<file path="config.mk">
export PLATFORM = sky130hd
export DESIGN_NAME = obfe_cmd_fifo
export DESIGN_NICKNAME = d
export VERILOG_FILES = /design/src/rtl/assert_macros.svh /design/src/rtl/obfe_pkg.sv /design/src/rtl/obfe_cmd_fifo.sv
export SDC_FILE = /design/constraint.sdc
export NUM_CORES = 1
export LEC_CHECK = 0
export BUFFER_PORTS_ARGS = -buffer_cell sky130_fd_sc_hd__buf_2
export CORE_MARGIN = 3
export CORE_UTILIZATION = 35
export DETAILED_ROUTE_END_ITERATION = 6
export PLACE_DENSITY = 0.57
export SLEW_MARGIN = 10
export SYNTH_ARGS = -nofsm -noshare
export SYNTH_HDL_FRONTEND = slang
export SYNTH_SLANG_ARGS = --single-unit
export TNS_END_PERCENT = 1
</file>
<file path="constraint.sdc">
create_clock -name aclk -period 4.8 [get_ports aclk]
set_clock_uncertainty 0.05 [all_clocks]
set_input_delay 0.24 -clock aclk [delete_from_list [all_inputs] [get_ports aclk]]
set_output_delay 0.24 -clock aclk [all_outputs]
set_load 0.05 [all_outputs]
</file>
<file path="src/rtl/assert_macros.svh">
// Assertion macros for the RTL of the order book feature engine; obfe_back includes them.
`ifndef ASSERT_MACROS_SVH
`define ASSERT_MACROS_SVH

// Checks that a condition holds at every clock edge outside reset.
`define OBFE_ASSERT_ALWAYS(label, cond) \
    label: assert property (@(posedge aclk) disable iff (!aresetn) (cond)) \
        else $error("obfe assertion failed");

// Checks that a trigger implies a consequence in the same cycle.
`define OBFE_ASSERT_IMPLIES(label, trig, cons) \
    label: assert property (@(posedge aclk) disable iff (!aresetn) (trig) |-> (cons)) \
        else $error("obfe assertion failed");

`endif

</file>
<file path="src/rtl/obfe_pkg.sv">
// Types and constants shared by the order book feature engine modules.
`timescale 1ns / 1ps
package obfe_pkg;

    localparam int CFG_IDX_W = 8;
    localparam logic [CFG_IDX_W-1:0] CFG_BURST_TAU = 8'd0;
    localparam logic [CFG_IDX_W-1:0] CFG_VOL_TAU   = 8'd1;
    localparam logic [31:0] BURST_TAU_RESET = 32'd200000;
    localparam logic [31:0] VOL_TAU_RESET   = 32'd2000000;

    // Delta action codes.
    localparam logic [1:0] ACT_SET   = 2'd0;
    localparam logic [1:0] ACT_ADD_A = 2'd1;
    localparam logic [1:0] ACT_ADD_B = 2'd2;
    localparam logic [1:0] ACT_CLEAR = 2'd3;

    localparam int QUEUE_DEPTH = 4;
    localparam int DIV_STEPS   = 64;

    // One command from the parser to the execution side.
    typedef struct packed {
        logic        do_delta;
        logic        do_emit;
        logic [31:0] price;
        logic [31:0] qty;
        logic [15:0] level;
        logic        side;
        logic [1:0]  action;
        logic [63:0] timestamp;
    } cmd_t;

    // Status of the shared divider.
    typedef struct packed {
        logic busy;
        logic done;
    } div_status_t;

endpackage

</file>
<file path="src/rtl/obfe_cmd_fifo.sv">
// Short command queue between the parser and the execution side.
`timescale 1ns / 1ps
module obfe_cmd_fifo (
    input  logic           aclk,
    input  logic           aresetn,
    input  logic           push,
    input  obfe_pkg::cmd_t push_cmd,
    input  logic           pop,
    output obfe_pkg::cmd_t head,
    output logic           full,
    output logic           empty
);

    localparam int PTR_W = $clog2(obfe_pkg::QUEUE_DEPTH);

    obfe_pkg::cmd_t     mem_reg [obfe_pkg::QUEUE_DEPTH];
    logic [PTR_W-1:0]   wr_reg, rd_reg;
    logic [PTR_W:0]     fill_reg;

    assign full  = (fill_reg == (PTR_W+1)'(obfe_pkg::QUEUE_DEPTH));
    assign empty = (fill_reg == '0);
    assign head  = mem_reg[rd_reg];

    // Storage.
    always_ff @(posedge aclk) begin
        if (push && !full) begin
            mem_reg[wr_reg] <= push_cmd;
        end
    end

    // Pointers and fill level.
    always_ff @(posedge aclk) begin
        if (!aresetn) begin
            wr_reg   <= '0;
            rd_reg   <= '0;
            fill_reg <= '0;
        end else begin
            if (push && !full) begin
                wr_reg <= wr_reg + PTR_W'(1);
            end
            if (pop && !empty) begin
                rd_reg <= rd_reg + PTR_W'(1);
            end
            fill_reg <= fill_reg + (PTR_W+1)'(push && !full) - (PTR_W+1)'(pop && !empty);
        end
    end

endmodule

</file>
After elaboration in Yosys (flattened, before gate mapping):

Memory sizes are Yosys's and may differ from the RTL's. A register that Yosys moved wholly into a read port is not among the register bits.
Index checks and enable logic that the tools add are counted.

* logic and storage cells: 18
* output and inout port bits: 151
* register bits: 7
* input bits: 153
* RAM bits: 596
* memories kept: 1

Memory list
* mem_reg: depth 4, bits a word 149, rd ports 1, clocked after Yosys merged registers in 1, wr ports 1, line obfe_cmd_fifo.sv:16 `obfe_pkg::cmd_t mem_reg [obfe_pkg::QUEUE_DEPTH];`

* add/sub/neg operators: 4
* muxes and demuxes: 4
* reductions and logical operators: 5
* eq/ne operators: 1

Operators with widths (number)
* $add A2 B1 Y2 const B: 2
* $mux W2: 2
* $add A3 B1 Y3: 1
* $eq A3 B3 Y1 const B: 1
* $logic_not A3 Y1: 1
* $sub A3 B1 Y3: 1
* $logic_and A1 B1 Y1: 2
* $logic_not A1 Y1: 2
* $mux W1: 2

Logic depth before layout (Yosys ltp):

* depth in word-level cells: 5
* mapped depth: 11
* depth with buffers taken out: 10

Worst setup path after synthesis:

OpenSTA, ideal clock, no wires.

* path kind: register -> register
* start point: register fill_reg[2]
* end point: memory mem_reg[2][0] (netlist bit), enable pin
* setup time: 526 ps
* path slack: -242 ps
* required time: 4224 ps
* arrival: 4465 ps
* clock period less this slack: 5042 ps
* cell stages (with the launch flop): 5
* cell sequence: dfxtp_1 -> nor3b_1 -> nor2b_1 -> clkbuf_1 -> and2_1

* word-level cells in the longest chain between the ends: 5

RTL lines
* start: declaration: line obfe_cmd_fifo.sv:18 `logic [PTR_W:0] fill_reg;`
* start signal: assignment: line obfe_cmd_fifo.sv:44 `fill_reg <= fill_reg + (PTR_W+1)'(push && !full) - (PTR_W+1)'(pop && !empty);`
* $eq A3 B3 Y1: line obfe_cmd_fifo.sv:20 `assign full = (fill_reg == (PTR_W+1)'(obfe_pkg::QUEUE_DEPTH));`
* net full: line obfe_cmd_fifo.sv:10 `output logic full,`
* $logic_not A1 Y1: line obfe_cmd_fifo.sv:26 `if (push && !full) begin`
* $logic_and A1 B1 Y1: line obfe_cmd_fifo.sv:26
* $mux W1: line obfe_cmd_fifo.sv:26
* $mux W1 (implied by the code): line obfe_cmd_fifo.sv:27 `mem_reg[wr_reg] <= push_cmd;`
* end: declaration: line obfe_cmd_fifo.sv:16

The timed path passes the listed nets, and every way through them passes these cells.

==> qor.txt <==
Status = finished clean
Area share of the largest cell type after synthesis = 0.814
Detailed Routing Iterations Pass 1 = 6
Tcrit/Tclk final = 0.630
Synth area leader = edfxtp_1
Max FFs per register = 596
Die ar. = 65800 sq um
First-pass GRT wire length = 70.9 mm
CTS tree = yes
Via count = 10369
Post-synth ARST share = 0
Slew margin rel. = 0.306
Gpl congestion = 0.730
Buffers added on ports = 303
Worst Path Arrival = 2.73 ns
Yosys cell types = 20
Maximum clock rate = 331 MHz
GRT Overall Usage = 0.142
Number of synthesized flops with an enable pin = 596
Initial core utilization = 0.355
IO Pins = 304
Flops & latches, synth = 605
Cts hold-fix bufs = 151
Count of final setup violators = 0
# Post-CTS Setup Buffers = 0
CTS Buffer Depth = 3
Pin count of the biggest net entering global routing = 68
Sequential area share after synthesis = 0.822
Yosys warnings = 0
Commonest cells in the netlist = edfxtp_1, mux4_2, buf_2, buf_6, dfxtp_1
Total grt overflow = 0
Cell with the most instances after synthesis = edfxtp_1
Hpwl dp = 27.5 mm
Post-Synthesis Cells = 830
Cell row count = 91
RSZ-0062 raised after global routing = no
Synth Area per Inst = 26.5 sq um
Leak pwr = 9.43 nW
Final Net Count = 1495
Ranking of synthesized cells by area = edfxtp_1, mux4_2, dfxtp_1, buf_6, buf_2
Ys flop type = edfxtp_1
CP required = 4.51 ns
Worst-case vdd ir drop = 0.391 mV
H-tree Lvls = 3
Final worst slack = 1.78 ns
ANT nets after route = 0
Die height = 257 um
CTS resizes = 0
Layout area overhead = 28.3%
Layout cells sized above 1 = 0.409
Vias/cell = 4.66
Min Clock Period, post-route = 3.02 ns
Core area = 61900 sq um
Cell area after synthesis = 22000 sq um
Syn_nets = 990
Measured slew at the worst slew-check pin = 1.04 ns
Pre-CTS setup slack = 2.03 ns
Initial antenna violation count = 4
Iter 0 DRT Violations = 637
Power Total = 0.0160 W
Clock Sinks = 605
Setup crit start kind = flop
Clock-pin transition on the worst setup and hold timing paths = 0.05 ns
Crit Path Class = reg -> out
Pwr Density = 568 nW/um^2
Max Slew Vio Count = 0
Clock Root Buffer = clkbuf_16
Mean routed wirelength per cell = 20.8 um
Vias in the first global route = 11540
Clk_lat worst skew = 0.57 ns
Final hold violations = 0
Number of remaining DRC errors = 0
Max-cap violations = 0
Crit path max fanout = 62
CTS Buf Count = 67
Hold/Removal Path Class = in -> reg
Die X-Extent = 257 um
Worst setup EP type = output port
WL final = 46.2 mm
[routing by layer]
layer  share of wire  global-route usage  vias to the layer above  wire length, um
met4           0.026              0.0483                        2             1180
li1                -                   -                     4605                -
met1            0.42               0.184                     5401            19500
met5         0.00028                   0                        -               13
met3           0.063              0.0414                       77             2900
met2            0.49               0.231                      284            22600
[critical path, cell delays in order (launching register included)]
cell	delay, ns
dfxtp_4	0.71
buf_12	0.46
mux4_2	0.61
buf_2	0.24
[cell usage in the layout, fill, tap and decap left out, types with 2 or more instances in the layout]
cell type        n
mux2i_1          2
clkinv_2         6
clkinv_1        14
dlygate4sd3_1  151
dfxtp_4          2
inv_6            4
o21ai_0          3
buf_2          303
buf_12           9
edfxtp_1       596
buf_4            9
clkbuf_16       69
and2_4           4
diode_2          3
clkinvlp_4       3
bufinv_16        6
inv_1            6
dfxtp_1          7
clkbuf_1        15
nor2b_1          2
nand2_1          6
ha_1             6
xnor2_1          2
and2_1           3
mux4_2         149
[kinds of logic (layout without fill, tap and decap cells)]
group | after synthesis | after routing | synth area share
AND/OR/NAND/NOR | 19 | 19 | 0.00495
AO/OA/AOI/OAI | 4 | 4 | 0.00102
adder cells (fa/ha/maj) | 7 | 7 | 0.00433
multiplexers | 151 | 151 | 0.154
other | 0 | 3 | 0
XOR/XNOR | 2 | 2 | 0.000797
flip-flops | 605 | 605 | 0.822
buffers and inverters | 42 | 597 | 0.0129
[through the flow]
| stage | setup TNS [ns] | hold WS (ns) | cell area (sq um) | util | std cells |
|---|---|---|---|---|---|
| floorplan | -108.01 | 0.289 | 22000 | - | 830 |
| global placement | 0 | 0.403 | 24500 | 0.396 | 1952 |
| detailed placement | 0 | 0.406 | 24500 | 0.396 | 1952 |
| CTS | 0 | 0.0779 | 28200 | 0.455 | 2222 |
| global route | 0 | 0.109 | 28200 | 0.455 | 2223 |
| finish | 0 | 0.124 | 28200 | 0.455 | 2225 |
[path summary, 6_finish.rpt]
path | startpoint | end | slack [ns] | cells after the start
max | flop | head[3] | 1.78 | 3
min | push | wr_reg[0] | 0.12 | 3
max reg2reg | fill_reg[2] | mem_reg[1][74] | 2.12 | 4
min reg2reg | rd_reg[0] | rd_reg[0] | 0.44 | 2
[area by class of cell]
type,count,area [sq um]
Clock buffer,84,1780
Timing Repair Buffer,472,3280
Antenna cell,3,7.51
Sequential cell,605,18100
Multi-Input combinational cell,183,3630
Clock inverter,35,349
Tap cell,837,1050
Inverter,6,22.5
Fill cell,5262,33700
[where the power goes]
part	switching (W)	total (W)	leakage (nW)	internal, W
combinational	0.00314	0.00452	2.87	0.00138
clock	0.00195	0.00492	1.03	0.00297
sequential	0.000176	0.00658	5.53	0.00641
(Power assumes the default switching activity.)
