==> src/rtl/assert_macros.svh <==
// Assertion macros for the RTL of the order book feature engine; obfe_back includes them.
`ifndef ASSERT_MACROS_SVH
`define ASSERT_MACROS_SVH

// Checks that a condition holds at every clock edge outside reset.
`define OBFE_ASSERT_ALWAYS(label, cond) \
    label: assert property (@(posedge aclk) disable iff (!aresetn) (cond)) \
        else $error("obfe assertion failed");

// Checks that a trigger implies a consequence in the same cycle.
`define OBFE_ASSERT_IMPLIES(label, trig, cons) \
    label: assert property (@(posedge aclk) disable iff (!aresetn) (trig) |-> (cons)) \
        else $error("obfe assertion failed");

`endif

==> src/rtl/obfe_pkg.sv <==
// Types and constants shared by the order book feature engine modules.
`timescale 1ns / 1ps
package obfe_pkg;

    localparam int CFG_IDX_W = 8;
    localparam logic [CFG_IDX_W-1:0] CFG_BURST_TAU = 8'd0;
    localparam logic [CFG_IDX_W-1:0] CFG_VOL_TAU   = 8'd1;
    localparam logic [31:0] BURST_TAU_RESET = 32'd200000;
    localparam logic [31:0] VOL_TAU_RESET   = 32'd2000000;

    // Delta action codes.
    localparam logic [1:0] ACT_SET   = 2'd0;
    localparam logic [1:0] ACT_ADD_A = 2'd1;
    localparam logic [1:0] ACT_ADD_B = 2'd2;
    localparam logic [1:0] ACT_CLEAR = 2'd3;

    localparam int QUEUE_DEPTH = 4;
    localparam int DIV_STEPS   = 64;

    // One command from the parser to the execution side.
    typedef struct packed {
        logic        do_delta;
        logic        do_emit;
        logic [31:0] price;
        logic [31:0] qty;
        logic [15:0] level;
        logic        side;
        logic [1:0]  action;
        logic [63:0] timestamp;
    } cmd_t;

    // Status of the shared divider.
    typedef struct packed {
        logic busy;
        logic done;
    } div_status_t;

endpackage

==> src/rtl/obfe_front.sv <==
// Beat parser: tracks the packet phase and turns beats into commands.
`timescale 1ns / 1ps
module obfe_front #(
    parameter int MAX_DELTAS = 128
) (
    input  logic             aclk,
    input  logic             aresetn,
    input  logic             s_tvalid,
    output logic             s_tready,
    input  logic [63:0]      s_tdata,
    input  logic             queue_full,
    output logic             push,
    output obfe_pkg::cmd_t   push_cmd
);

    localparam int REM_W = $clog2(MAX_DELTAS + 1);

    localparam logic [2:0] PH_HDR0  = 3'd0;
    localparam logic [2:0] PH_HDR1  = 3'd1;
    localparam logic [2:0] PH_HDR2  = 3'd2;
    localparam logic [2:0] PH_HDR3  = 3'd3;
    localparam logic [2:0] PH_DELTA_A = 3'd4;
    localparam logic [2:0] PH_DELTA_B = 3'd5;

    logic [2:0]       phase_reg, phase_next;
    logic [REM_W-1:0] rem_reg, rem_next;
    logic [63:0]      ts_reg, ts_next;
    logic [63:0]      held_reg, held_next;
    logic             accept;
    logic [14:0]      count;

    assign s_tready = !queue_full;
    assign accept   = s_tvalid && !queue_full;
    assign count    = {s_tdata[54:48], s_tdata[63:56]};

    // Phase decoding and command assembly.
    always_comb begin
        phase_next = phase_reg;
        rem_next   = rem_reg;
        ts_next    = ts_reg;
        held_next  = held_reg;
        push       = 1'b0;
        push_cmd   = '0;
        push_cmd.timestamp = ts_reg;
        push_cmd.price  = {held_reg[7:0], held_reg[15:8], held_reg[23:16], held_reg[31:24]};
        push_cmd.qty    = {held_reg[39:32], held_reg[47:40], held_reg[55:48], held_reg[63:56]};
        push_cmd.level  = {s_tdata[7:0], s_tdata[15:8]};
        push_cmd.side   = s_tdata[16];
        push_cmd.action = s_tdata[25:24];
        if (accept) begin
            unique case (phase_reg)
                PH_HDR1: begin
                    ts_next    = {s_tdata[55:48], s_tdata[63:56], 48'd0};
                    phase_next = PH_HDR2;
                end
                PH_HDR2: begin
                    ts_next = {ts_reg[63:48], s_tdata[7:0], s_tdata[15:8], s_tdata[23:16],
                               s_tdata[31:24], s_tdata[39:32], s_tdata[47:40]};
                    phase_next = PH_HDR3;
                end
                PH_HDR3: begin
                    if (rem_reg == '0) begin
                        push             = 1'b1;
                        push_cmd.do_emit = 1'b1;
                        phase_next       = PH_HDR0;
                    end else begin
                        phase_next = PH_DELTA_A;
                    end
                end
                PH_DELTA_A: begin
                    held_next  = s_tdata;
                    phase_next = PH_DELTA_B;
                end
                PH_DELTA_B: begin
                    push              = 1'b1;
                    push_cmd.do_delta = 1'b1;
                    rem_next          = rem_reg - REM_W'(1);
                    if (rem_reg == REM_W'(1)) begin
                        push_cmd.do_emit = 1'b1;
                        phase_next       = PH_HDR0;
                    end else begin
                        phase_next = PH_DELTA_A;
                    end
                end
                default: begin
                    if ({17'd0, count} > 32'(MAX_DELTAS)) begin
                        rem_next = REM_W'(MAX_DELTAS);
                    end else begin
                        rem_next = REM_W'(count);
                    end
                    phase_next = PH_HDR1;
                end
            endcase
        end
    end

    always_ff @(posedge aclk) begin
        if (!aresetn) begin
            phase_reg <= PH_HDR0;
            rem_reg   <= '0;
            ts_reg    <= '0;
            held_reg  <= '0;
        end else begin
            phase_reg <= phase_next;
            rem_reg   <= rem_next;
            ts_reg    <= ts_next;
            held_reg  <= held_next;
        end
    end

endmodule

==> config.mk <==
export PLATFORM = sky130hd
export DESIGN_NAME = obfe_front
export DESIGN_NICKNAME = d
export VERILOG_FILES = /design/src/rtl/assert_macros.svh /design/src/rtl/obfe_pkg.sv /design/src/rtl/obfe_front.sv
export SDC_FILE = /design/constraint.sdc
export NUM_CORES = 1
export LEC_CHECK = 0
export ABC_AREA = 1
export CORE_MARGIN = 2
export CORE_UTILIZATION = 55
export DETAILED_ROUTE_END_ITERATION = 8
export DONT_BUFFER_PORTS = 1
export GPL_TIMING_DRIVEN = 0
export MAX_ROUTING_LAYER = met4
export PLACE_DENSITY = 0.83
export SYNTH_ARGS = -nofsm -noshare
export SYNTH_HDL_FRONTEND = slang
export SYNTH_SLANG_ARGS = --single-unit
==> constraint.sdc <==
create_clock -name aclk -period 1.4 [get_ports aclk]
set_clock_uncertainty 0.2 [all_clocks]
set_input_delay 0.21 -clock aclk [delete_from_list [all_inputs] [get_ports aclk]]
set_output_delay 0.21 -clock aclk [all_outputs]
set_load 0.02 [all_outputs]
== Word-level counts from Yosys, hierarchy flattened ==
Cells that the tools add are included.
W data, S select, Z words.

* Flip-flop bits (word level): 139
* Input bits: 68
* Output and inout bits: 151
* Word-level logic and storage cells: 37

* $add $sub $neg: 1
* $lt $le $gt $ge: 1
* Eq/ne operators: 6
* Multiplexer cells: 13
* Bitwise gates (word level): 2
* Reduce and logical (&&, ||, !) cells: 9

{| class="wikitable"
|+ Operators by type and width
! cell !! number
|-
| $pmux W64 S2 || 1
|-
| $pmux W8 S2 || 1
|-
| $gt A15 B8 Y1 const B || 1
|-
| $pmux W3 S5 || 1
|-
| $eq A8 B1 Y1 const B || 1
|-
| $logic_not A8 Y1 || 1
|-
| $mux W8 || 1
|-
| $sub A8 B1 Y8 const B || 1
|-
| $eq A3 B2 Y1 const B || 2
|-
| $eq A3 B3 Y1 const B || 2
|-
| $mux W3 || 2
|-
| $reduce_and A2 Y1 || 3
|-
| $mux W1 || 4
|-
| $pmux W1 S2 || 2
|-
| $reduce_or A4 Y1 || 1
|-
| $eq A3 B1 Y1 const B || 1
|-
| $reduce_and A3 Y1 || 1
|-
| $mux W2 || 1
|-
| $not A1 Y1 || 2
|-
| $reduce_bool A2 Y1 || 1
|-
| $logic_and A1 B1 Y1 || 1
|-
| $logic_not A1 Y1 || 1
|}

== Logic depth before layout (Yosys ltp) ==
Gate-level depths: netlist of the first run.

* Depth in word-level cells: 4
* Depth in mapped cells: 10
* Depth with buffers taken out: 10

== Least setup slack after synthesis of the first run ==
OpenSTA, ideal clock, no wires.

* Path type: reg2out
* Start point: register phase_reg[1]
* End point: output port push_cmd[147] (netlist name)
* Arrival: 1.730 ns
* Data required time: 0.990 ns
* Path slack: -0.740 ns
* Cell stages (with the launch flop): 7
* Buffers on the path: 1
* Cell sequence: dfxtp_1 > inv_2 > nand3_1 > clkbuf_1 > nor2_1 > inv_1 > o31ai_1

{| class="wikitable"
|+ RTL lines
! element !! RTL line !! text
|-
| start, declared || obfe_front.sv:25 || <nowiki>logic [2:0] phase_reg, phase_next;</nowiki>
|-
| start signal, assigned || obfe_front.sv:104 || <nowiki>phase_reg <= phase_next;</nowiki>
|-
| end, declared || obfe_front.sv:13 || <nowiki>output obfe_pkg::cmd_t push_cmd</nowiki>
|}

==> results of run 1 <==
==> cell type report <==
type / instances / share of cell area [%]
Multi-Input combinational cell: 488 / 31.0
Sequential cell: 139 / 39.4
Timing Repair Buffer: 86 / 11.1
Clock buffer: 17 / 5.60
Buffer: 60 / 6.01
Inverter: 36 / 1.98
Clock inverter: 15 / 2.73
Tap cell: 133 / 2.25
==> cells by family after synthesis <==
family	synth area share (%)
AO/OA/AOI/OAI	15.6
adder cells (fa/ha/maj)	0.921
AND/OR/NAND/NOR	23.6
buffers and inverters	8.66
flip-flops	51.2
==> report_power, final <==
| group | switching (mW) | leakage [nW] | internal, mW | total [mW] |
|---|---|---|---|---|
| clock | 1.89 | 0.294 | 2.79 | 4.68 |
| combinational | 0.361 | 1.59 | 0.271 | 0.632 |
| sequential | 0.0527 | 1.17 | 3.98 | 4.04 |
| total | 2.31 | 3.05 | 7.04 | 9.35 |
==> worst max-delay path: stages (launching register included) <==
cell,delay [ns]
dfxtp_4,0.38
nand3_4,0.09
buf_8,0.13
nor2_4,0.17
inv_2,0.08
o31ai_4,0.30
==> cell usage after synthesis <==
cell type / count
a21oi_1: 86
a31oi_1: 1
buf_1: 2
buf_2: 18
buf_4: 19
buf_6: 2
clkbuf_1: 19
clkinv_2: 1
dfxtp_1: 139
ha_1: 4
inv_1: 29
inv_2: 6
nand2_1: 136
nand2_2: 1
nand3_1: 33
nand3_2: 2
nand4_1: 5
nor2_1: 131
nor2_2: 1
nor2_4: 3
nor3_1: 1
o21ai_0: 80
o21ai_1: 1
o31ai_1: 1
or2_2: 2
==> repair_timing <==
action / in CTS / in global routing
endpoints found under the setup margin: 202 / 224
endpoints found under the hold margin: 139 / 3
cloned: 1 / 1
setup buffers: 18 / 0
gates resized for setup: 97 / 64
pin swaps: 6 / 1
==> metrics by stage <==
step,power (mW),hold WS [ns]
5_1_grt,9.59,-0.0177
3_3_place_gp,4.50,0.148
4_1_cts,9.33,0.0167
2_1_floorplan,4.43,0.145
6_report,9.35,-0.0608
3_5_place_dp,4.51,0.153
==> how the worst max path moves through the flow <==
stage	slack (ns)	startpoint	endpoint	cells past startpoint
floorplan	-0.23	phase_reg[1]	push_cmd[147]	6
global placement	-0.34	phase_reg[1]	push_cmd[147]	6
detailed placement	-0.40	phase_reg[1]	held_reg[52]	7
CTS	-0.71	phase_reg[1]	push_cmd[147]	6
global route	-0.74	phase_reg[1]	push	5
finish	-0.67	phase_reg[0]	push_cmd[147]	5
==> per-layer routing <==
layer | GRT usage [%] | vias to the layer above
li1 | - | 2538
met1 | 33.9 | 2552
met2 | 56.7 | 310
met3 | 11.2 | 68
met4 | 15.4 | 0
met5 | - | -
==> impl_metrics.env, run 1 <==
export IMPL_antenna_found_initial=0
export IMPL_cts_tree="built"
export IMPL_hp_class="in2reg"
export IMPL_min_to="rem_reg[3]"
export IMPL_layoutNonFillerInstCount=974
export IMPL_end_kind="primary output"
export IMPL_dpl_hpwl_um=11000
export IMPL_grt_pass1_wl_um=26100
export IMPL_max_freq_mhz=482
export IMPL_start_util_pct=56.1
export IMPL_insertion_delay_ns=0.52
export IMPL_r2r_slack_ns=-0.40
export IMPL_top_layer_used="met4"
export IMPL_rows=36
export IMPL_fp_dieW_um=103
export IMPL_vdd_drop_max_uv=803
export IMPL_cp_required_ns=0.99
export IMPL_layout_drive_gt1_share_pct=27.6
export IMPL_routed_via_density=5.61
export IMPL_synth_nets=795
export IMPL_cts_root_buf="clkbuf_8"
export IMPL_io_pins=219
export IMPL_hold_slack_ns=-0.0608
export IMPL_port_buffers=0
export IMPL_die_area_mm2=0.0107
export IMPL_die_h_um=103
export IMPL_multiInputGateArea_mm2=0.00229
export IMPL_max_slew_worst_pin_slew_ns=0.534
export IMPL_grt_usage_pct=33.0
export IMPL_reg2regPathDepth=8
export IMPL_setup_tns_final_ns=-38.37
export IMPL_dp_slack_ns=-0.402
export IMPL_cts_hold_buffers=66
export IMPL_timing_rr_start="phase_reg[1]"
export IMPL_power_density_mw_per_mm2=1270
export IMPL_routedWlPerCell_um=18.5
export IMPL_finalMaxSlewViolations=0
export IMPL_nNetsFinal=900
export IMPL_rsz0062_at_grt="true"
export IMPL_synthCells=723
export IMPL_outcome="finished with violations"
export IMPL_yosysWarnings=0
export IMPL_layout_commonest_cell="nand2_1"
export IMPL_final_cell_mix="133 x nand2_1, 127 x nor2_1, 92 x dfxtp_2, 79 x a21oi_1, 72 x o21ai_0"
export IMPL_grt_pass1_vias=5351
export IMPL_final_area_mm2=0.00739
export IMPL_synthTopCellsByArea="dfxtp_1 51%, nand2_1 9.4%, nor2_1 9.0%"
export IMPL_finalHoldViolations=5
export IMPL_worstReg2RegEnd="held_reg[44]"
export IMPL_worstSetupPathType="reg2out"
export IMPL_yosysTopAreaCell="dfxtp_1"
export IMPL_h_tree_depth=4
export IMPL_wl_met2_um=9290
export IMPL_power_leakage_nw=3.05
export IMPL_met3WireLength_um=1750
export IMPL_max_cap_viol_count=0
export IMPL_overflow=0
export IMPL_num_vias=5468
export IMPL_drtPass1Iterations=5
export IMPL_core_mm2=0.00968
export IMPL_syn_to_final_growth_pct=36.0
export IMPL_ys_seq_area_share_pct=51.2
export IMPL_cts_path_max_buffers=2
export IMPL_antennaDiodeCount=0
export IMPL_cts_buffers=17
export IMPL_wl_met1_um=6390
export IMPL_gp_congestion=0.873
export IMPL_hp_start="s_tdata[59]"
export IMPL_synth_seq_cells=139
export IMPL_syn_area_mm2=0.00544
export IMPL_setup_viol=141
export IMPL_cts_sinks=139
export IMPL_synth_cell_types=25
export IMPL_dp_cells=856
export IMPL_ant_nets=0
export IMPL_dr_first_iter_drc_count=376
export IMPL_grt_max_degree=17
export IMPL_totalWireLength_um=18000
export IMPL_min_period_ns=2.07
export IMPL_arrival_ns=1.66
export IMPL_drc=0
export IMPL_ff_latch_area_mm2=0.00291
export IMPL_synth_top_area_share_pct=51.2
export IMPL_fin_util_pct=76.3
export IMPL_slew_headroom_pct=64.4
export IMPL_fin_ws_ns=-0.674
export IMPL_n_fill_cell=643
export IMPL_worstHoldPathCells=5
export IMPL_placed_area_mm2=0.00566
export IMPL_cp_max_fo=4
export IMPL_fin_crit_sh_pct=148
export IMPL_violations="negative hold slack, negative setup slack"
export IMPL_start_kind="flop"
export IMPL_cts_clk_slew_worst_paths_ns=0.06
export IMPL_postSynthAreaPerCell_um2=7.52
Note: power is estimated with default switching activity, not from simulation.
==> inputs of run 2 (changes only) <==
--- a/config.mk
+++ b/config.mk
@@ -8,10 +8,10 @@
 export ABC_AREA = 1
 export CORE_MARGIN = 2
 export CORE_UTILIZATION = 55
+export CTS_CLUSTER_SIZE = 14
 export DETAILED_ROUTE_END_ITERATION = 8
 export DONT_BUFFER_PORTS = 1
 export GPL_TIMING_DRIVEN = 0
-export MAX_ROUTING_LAYER = met4
 export PLACE_DENSITY = 0.83
 export SYNTH_ARGS = -nofsm -noshare
 export SYNTH_HDL_FRONTEND = slang
==> impl_metrics.env, run 2 (same netlist as run 1, synthesis figures left out) <==
export IMPL_outcome="finished with violations"
export IMPL_violations="negative setup slack"
export IMPL_path_delay_family="buffers and inverters"
export IMPL_placed_area_mm2=0.00566
export IMPL_finalHoldViolations=0
export IMPL_dp_cells=856
export IMPL_crit_top_cell="buf_6"
export IMPL_max_freq_mhz=464
export IMPL_timing_rr_start="phase_reg[1]"
export IMPL_ff_latch_area_mm2=0.00286
export IMPL_gp_congestion=0.870
export IMPL_drtPass1Iterations=8
export IMPL_io_pins=219
export IMPL_routed_via_density=6.70
export IMPL_slowest_delay_ns=0.35
export IMPL_critPathBufInv=7
export IMPL_power_leakage_nw=3.41
export IMPL_layout_drive_gt1_share_pct=45.8
export IMPL_power_density_mw_per_mm2=1070
export IMPL_fin_ws_ns=-0.755
export IMPL_die_area_mm2=0.0107
export IMPL_cp_required_ns=1.63
export IMPL_end_kind="flop"
export IMPL_final_cell_mix="95 x nand2_1, 90 x nor2_1, 82 x dfxtp_1, 66 x dlygate4sd3_1, 53 x dfxtp_2"
export IMPL_cts_hold_buffers=67
export IMPL_layoutNonFillerInstCount=1017
export IMPL_start_kind="flop"
export IMPL_grt_max_degree=17
export IMPL_r2r_slack_ns=-0.75
export IMPL_syn_to_final_growth_pct=64.9
export IMPL_layout_commonest_cell="nand2_1"
export IMPL_dpl_hpwl_um=11100
export IMPL_rsz0062_at_grt="true"
export IMPL_fp_dieW_um=103
export IMPL_finalMaxSlewViolations=0
export IMPL_setup_viol=220
export IMPL_max_cap_viol_count=0
export IMPL_port_buffers=0
export IMPL_drc=0
export IMPL_totalWireLength_um=27500
export IMPL_grt_usage_pct=32.9
export IMPL_overflow=0
export IMPL_min_period_ns=2.15
export IMPL_n_fill_cell=272
export IMPL_arrival_ns=2.39
export IMPL_cts_buffers=17
export IMPL_slew_headroom_pct=35.6
export IMPL_rows=36
export IMPL_grt_pass1_wl_um=26800
export IMPL_cp_slowest_cell="dfxtp_4"
export IMPL_die_h_um=103
export IMPL_worstPathCellList="inv_4 -> buf_4 -> buf_6 -> buf_6 -> nand3_4 -> nor2_4 -> buf_6 -> buf_12 -> buf_12 -> o21ai_1 -> a21oi_1"
export IMPL_hp_class="in2reg"
export IMPL_startpoint="phase_reg[1]"
export IMPL_nNetsFinal=942
export IMPL_hp_start="s_tdata[59]"
export IMPL_h_tree_depth=4
export IMPL_num_vias=6811
export IMPL_final_area_mm2=0.00896
export IMPL_antenna_found_initial=0
export IMPL_fin_crit_sh_pct=154
export IMPL_multiInputGateArea_mm2=0.00313
export IMPL_cts_root_buf="clkbuf_8"
export IMPL_ant_nets=0
export IMPL_cp_max_fo=5
export IMPL_cts_sinks=139
export IMPL_dr_first_iter_drc_count=670
export IMPL_grt_pass1_vias=5548
export IMPL_routedWlPerCell_um=27.1
export IMPL_insertion_delay_ns=0.54
export IMPL_cts_tree="built"
export IMPL_start_util_pct=56.1
export IMPL_vdd_drop_max_uv=881
export IMPL_total_power_mw=9.61
export IMPL_max_slew_worst_pin_slew_ns=0.965
export IMPL_worstSetupPathType="reg2reg"
export IMPL_core_mm2=0.00968
export IMPL_cts_clk_slew_worst_paths_ns=0.07
export IMPL_cts_path_max_buffers=2
run 2: power by group:
group	internal (mW)	leakage, nW	total, mW	switching, mW
Combinational	0.348	1.98	0.872	0.524
Sequential	3.98	1.15	4.05	0.0667
Clock	2.73	0.279	4.69	1.96
Total	7.06	3.41	9.61	2.55
run 2: layer usage:
layer  track usage, %  routed length (um)
met5                0                   0
met4             18.7                2790
met3             11.3                3300
met2             57.8               12800
met1             34.1                8620
run 2: per-stage QoR:
| stage | TNS [ns] | hold WS [ns] | setup slack (ns) | utilization (%) |
|---|---|---|---|---|
| 2_1_floorplan | -1.96 | 0.145 | -0.232 | - |
| 3_3_place_gp | -30.54 | 0.147 | -0.339 | 58.5 |
| 3_5_place_dp | -37.19 | 0.153 | -0.373 | 58.5 |
| 4_1_cts | -33.55 | -0.0317 | -0.705 | 77.2 |
| 5_1_grt | -90.53 | 0.0335 | -0.929 | 92.5 |
| 6_report | -83.44 | 0.00815 | -0.755 | 92.5 |
run 2: what timing repair did:
action                                 in CTS  in global routing
setup endpoints to repair                 180                224
resized for setup                         114                382
buffers inserted                           23                 23
endpoints found under the hold margin     139                  1
pin swaps                                  12                 72
gates cloned                                5                 15
run 2: layout make-up:
class	instances	share of cell area [%]
antenna	1	0.0279
buffer	57	5.77
clock buffer	19	4.70
clock inverter	13	1.86
inverter	36	1.88
multi-input combinational	488	34.9
sequential	139	32.0
tap	133	1.86
timing repair buffer	130	16.9
timing repair inverter	1	0.0977
run 2: worst paths after layout:
check,to,cells after the start
worst max register to register,held_reg[53],11
worst min register to register,ts_reg[61],2
worst min-delay path,rem_reg[3],5
worst max-delay path,held_reg[53],11
run 2: tightest hold or removal path, stage by stage:
cell	delay (ns)
nor2_1	0.02
nand3_1	0.06
o21ai_1	0.18
nand4_1	0.16
a21oi_2	0.06
